File: config.mk
export PLATFORM = sky130hd
export DESIGN_NAME = rgbh_div
export DESIGN_NICKNAME = d
export VERILOG_FILES = /design/src/hdl/rgbh_pkg.sv /design/src/hdl/rgbh_div.sv
export SDC_FILE = /design/constraint.sdc
export NUM_CORES = 1
export LEC_CHECK = 0
export CORE_MARGIN = 1
export CORE_UTILIZATION = 55
export CTS_CLUSTER_DIAMETER = 50
export DETAILED_ROUTE_END_ITERATION = 16
export DONT_BUFFER_PORTS = 1
export PLACE_DENSITY = 0.75
export RECOVER_POWER = 50
export SLEW_MARGIN = 0
export SYNTH_ARGS = -nofsm -noshare
export SYNTH_HDL_FRONTEND = slang
export SYNTH_SLANG_ARGS = --single-unit
File: constraint.sdc
create_clock -name clk_i -period 3.3 [get_ports clk_i]
set_input_delay 0.33 -clock clk_i [delete_from_list [all_inputs] [get_ports clk_i]]
set_output_delay 0.33 -clock clk_i [all_outputs]
set_load 0.03 [all_outputs]
File: src/hdl/rgbh_pkg.sv
`default_nettype none
package rgbh_pkg;
  localparam int unsigned COUNT_BITS_DEF = 24;
  localparam int unsigned NUM_BINS = 256;
  localparam int unsigned BIN_BITS = 8;
  localparam int unsigned OUT_COUNT_BITS = 24;
  localparam int unsigned LEVEL_BITS = 16;
  localparam int unsigned LEVEL_FRAC = 15;

  localparam logic [1:0] CMD_ADD = 2'd0;
  localparam logic [1:0] CMD_CLEAR = 2'd1;
  localparam logic [1:0] CMD_READ = 2'd2;
endpackage
`default_nettype wire

File: src/hdl/rgbh_div.sv
`default_nettype none
// Restoring divider: level = floor(count * 2^15 / peak), one quotient bit a cycle.
module rgbh_div
  import rgbh_pkg::*;
#(
  parameter int unsigned CountBits = COUNT_BITS_DEF
) (
  input  wire logic                  clk_i,
  input  wire logic                  rst_ni,
  input  wire logic                  start_i,
  input  wire logic [CountBits-1:0]  count_i,
  input  wire logic [CountBits-1:0]  peak_i,
  output      logic                  done_o,
  output      logic [LEVEL_BITS-1:0] level_o
);
  localparam int unsigned StepBits = $clog2(LEVEL_FRAC + 2);
  logic [CountBits:0]    rem_q, rem_d;
  logic [CountBits-1:0]  peak_q;
  logic [LEVEL_BITS-1:0] quo_q;
  logic [StepBits-1:0]   step_q;
  logic                  run_q;
  logic [CountBits:0]    trial;

  // count <= peak, so the first quotient bit is the 2^15 position
  always_comb begin
    trial = rem_q - {1'b0, peak_q};
    rem_d = rem_q;
    if (!trial[CountBits]) begin
      rem_d = trial;
    end
  end

  always_ff @(posedge clk_i or negedge rst_ni) begin
    if (!rst_ni) begin
      run_q <= 1'b0;
      step_q <= '0;
      done_o <= 1'b0;
    end else begin
      done_o <= 1'b0;
      if (start_i) begin
        run_q <= 1'b1;
        step_q <= '0;
      end else if (run_q) begin
        step_q <= step_q + StepBits'(1);
        if (step_q == StepBits'(LEVEL_FRAC)) begin
          run_q <= 1'b0;
          done_o <= 1'b1;
        end
      end
    end
  end

  always_ff @(posedge clk_i) begin
    if (start_i) begin
      rem_q <= {1'b0, count_i};
      peak_q <= peak_i;
      quo_q <= '0;
    end else if (run_q) begin
      quo_q <= {quo_q[LEVEL_BITS-2:0], ~trial[CountBits]};
      rem_q <= {rem_d[CountBits-1:0], 1'b0};
    end
  end
  assign level_o = quo_q;
endmodule
`default_nettype wire

==> reports/results.ini <==
[final_layout]
drive_gt1_frac=0.105
instances_no_fill=527
layout_common_cells=edfxtp_1 (48), inv_1 (32), nor2_1 (31), mux2i_1 (31), nand2_1 (28)
final_common_cell=edfxtp_1
nets=501
diodes=0
stdcell_area_um2=4720
nFillCells=593
synthToLayoutAreaGrowth_pct=9.20

[timing]
post-route-min-period_ns=3.19
slew_headroom=-0.0264
whs_ns=0.0238
drv_slew=29
setup_viol=0
skew_ns=0.0117
hold_viol=0
max_freq_mhz=313
worst_slew_pin_slew_ns=1.54
min_period_over_period=0.967

[synthesis]
avgSynthCellArea_um2=10.4
syn_nets=494
syn_area_um2=4320
synthAdderAreaFrac=0.0799
synthMuxAreaShare=0.0767
synthFlopType=edfxtp_1
synthXorXnorAreaFrac=0.0524
yosysSeqAreaShare=0.453
synth_compound_area_frac=0.142
ys_warn_count=0
synth-simple-area-share=0.142
synth_cells=416
ys_ff_latch=72
synth_cell_types=64
synth_top_family_by_area=compound AO/OA/AOI/OAI gates
synth_edf_count=48
async_flop_share=0.0972

[worst_setup_path]
cp-end-kind=flip-flop
arrival_ns=3.30
crit_fanout=6
crit_start=rem_q[0]$_SDFFCE_PN0P_
crit_type=reg -> reg
reg2reg_from=rem_q[0]$_SDFFCE_PN0P_
required_ns=3.41
reg2reg_slack_ns=0.11
cp-start-kind=flip-flop

[routing]
drt_iter0_markers=101
wl_met3_um=395
final_antenna_net_count=0
first_pass_iters=4
finalWirelength_um=8470
post_drt_wl_per_cell_um=16.1
route.detailed.drc=0
dr_wl_met2_um=4060
wl_met1_um=3910
vias_per_cell=5.73
dr.max_layer_used=met4
vias=3022

[floorplanning]
die_h_um=90.7
rows=31
die_area_um2=8220
ios=68
die_w_um=90.7
coreArea_um2=7410
initial_core_util=0.584

[worst_hold_path]
min_from=start_i
hold_class=in -> reg

[outcome]
violations=max-capacitance violations, max-slew violations
outcome=finished, violations left

[grt]
grt_overflow_total=0
grt_pass1_vias=2972
grt_pass1_wl_um=13800
grt_util_all_layers=0.212
grt_antenna_before_repair=0
grt_max_degree=106

[power]
ir_drop_v=0.000522
power_leakage_uw=0.00210
power.density_nw_per_um2=978

[cts]
ctsLongestPathBuffers=2
cts_tree=done
clk_root_buffer_cell=clkbuf_8
insertion_delay_ns=0.36
clkSinkCount=72
cts_buffers=9
htreeDepth=3
clk_pin_slew_worst_paths_ns=0.10

[placement]
placed_cells=503
io_buffers=0
placed_area_um2=4400
hpwl_um=5770
place_congestion=0.860

[run]
cap_violations=1

[what timing repair did]
item,4_1_cts,5_1_grt
hold buffers,1,1
gates resized for setup,0,5
pin swaps,1,4
endpoints found under the hold margin,7,1
buffers inserted,0,4
setup endpoints to repair,3,21
cloned,0,2
[cells by family after synthesis]
family	Yosys count
XOR/XNOR	25
AND/OR/NAND/NOR	118
multiplexers	33
AO/OA/AOI/OAI	91
flip-flops	72
adder cells (fa/ha/maj)	27
buffers and inverters	50
[metal layers]
metal  vias up  GRT usage
met5         -          0
met4         0     0.0672
met3        10     0.0581
met2        66      0.342
met1      1434      0.275
li1       1512          -
[power breakdown]
| group | total (µW) | switching, µW | internal (µW) |
|---|---|---|---|
| logic | 2570 | 1300 | 1270 |
| clock network | 698 | 400 | 298 |
| registers | 1340 | 142 | 1200 |
| total | 4610 | 1840 | 2780 |
[sequential cells by signal, summed over array words and instances, names as in the netlist]
| signal | cells |
|---|---|
| peak_q | 24 |
| done_o | 1 |
| level_o | 16 |
| rem_q | 25 |
| step_q | 5 |
| run_q | 1 |
[Yosys cell counts, types with 8 or more instances]
cell	count	share of area
a21o_1	11	0.019
a21oi_1	24	0.028
clkbuf_1	8	0.0069
dfxtp_1	17	0.079
edfxtp_1	48	0.33
ha_1	26	0.075
inv_1	32	0.028
mux2i_1	32	0.074
nand2_1	28	0.024
nor2_1	31	0.027
nor3_1	9	0.010
o21ai_0	23	0.027
xnor2_1	13	0.026
xor2_1	11	0.022
[area by class of cell]
type                    count  area, µm²  share of cell area
repair buffers             14        166              0.0353
flip-flops and latches     72       1960               0.415
clock buffers               9        124              0.0262
multi-input cells         294       2160               0.458
inverters                  32        120              0.0254
clock inverters             7       68.8              0.0146
well taps                  99        124              0.0262
[worst paths after layout]
path,to,cells past startpoint
min in group asynchronous,step_q[0]$_DFFE_PN0P_,1
max in group asynchronous,step_q[1]$_DFFE_PN0P_,1
worst max register to register,rem_q[21]$_DFFE_PP_,13
worst min-delay path,level_o[9]$_SDFFE_PP0P_,1
worst min register to register,step_q[4]$_DFFE_PN0P_,2
worst max-delay path,rem_q[21]$_DFFE_PP_,13
[stage by stage]
| step | util | power (µW) | TNS [ns] | setup WS [ns] |
|---|---|---|---|---|
| after floorplan | - | 3160 | 0 | 0.221 |
| after global placement | 0.594 | 3560 | 0 | 0.0815 |
| after detailed placement | 0.594 | 3620 | 0 | 0.00280 |
| after CTS | 0.621 | 4340 | 0 | 0.00101 |
| after global routing | 0.637 | 4940 | -0.0279 | -0.0221 |
| final | 0.637 | 4610 | 0 | 0.109 |
[worst max-delay path, stage by stage, from the launching register on]
cell	delay (ns)
edfxtp_1	0.37
inv_1	0.08
ha_1	0.15
inv_1	0.05
fa_2	0.35
a21o_1	0.22
a311o_2	0.36
a31oi_4	0.21
o21ai_2	0.11
o22ai_4	0.29
xnor2_4	0.24
buf_12	0.19
mux2i_4	0.23
o21ai_0	0.10
No activity file was read; power rests on OpenSTA's default activity.
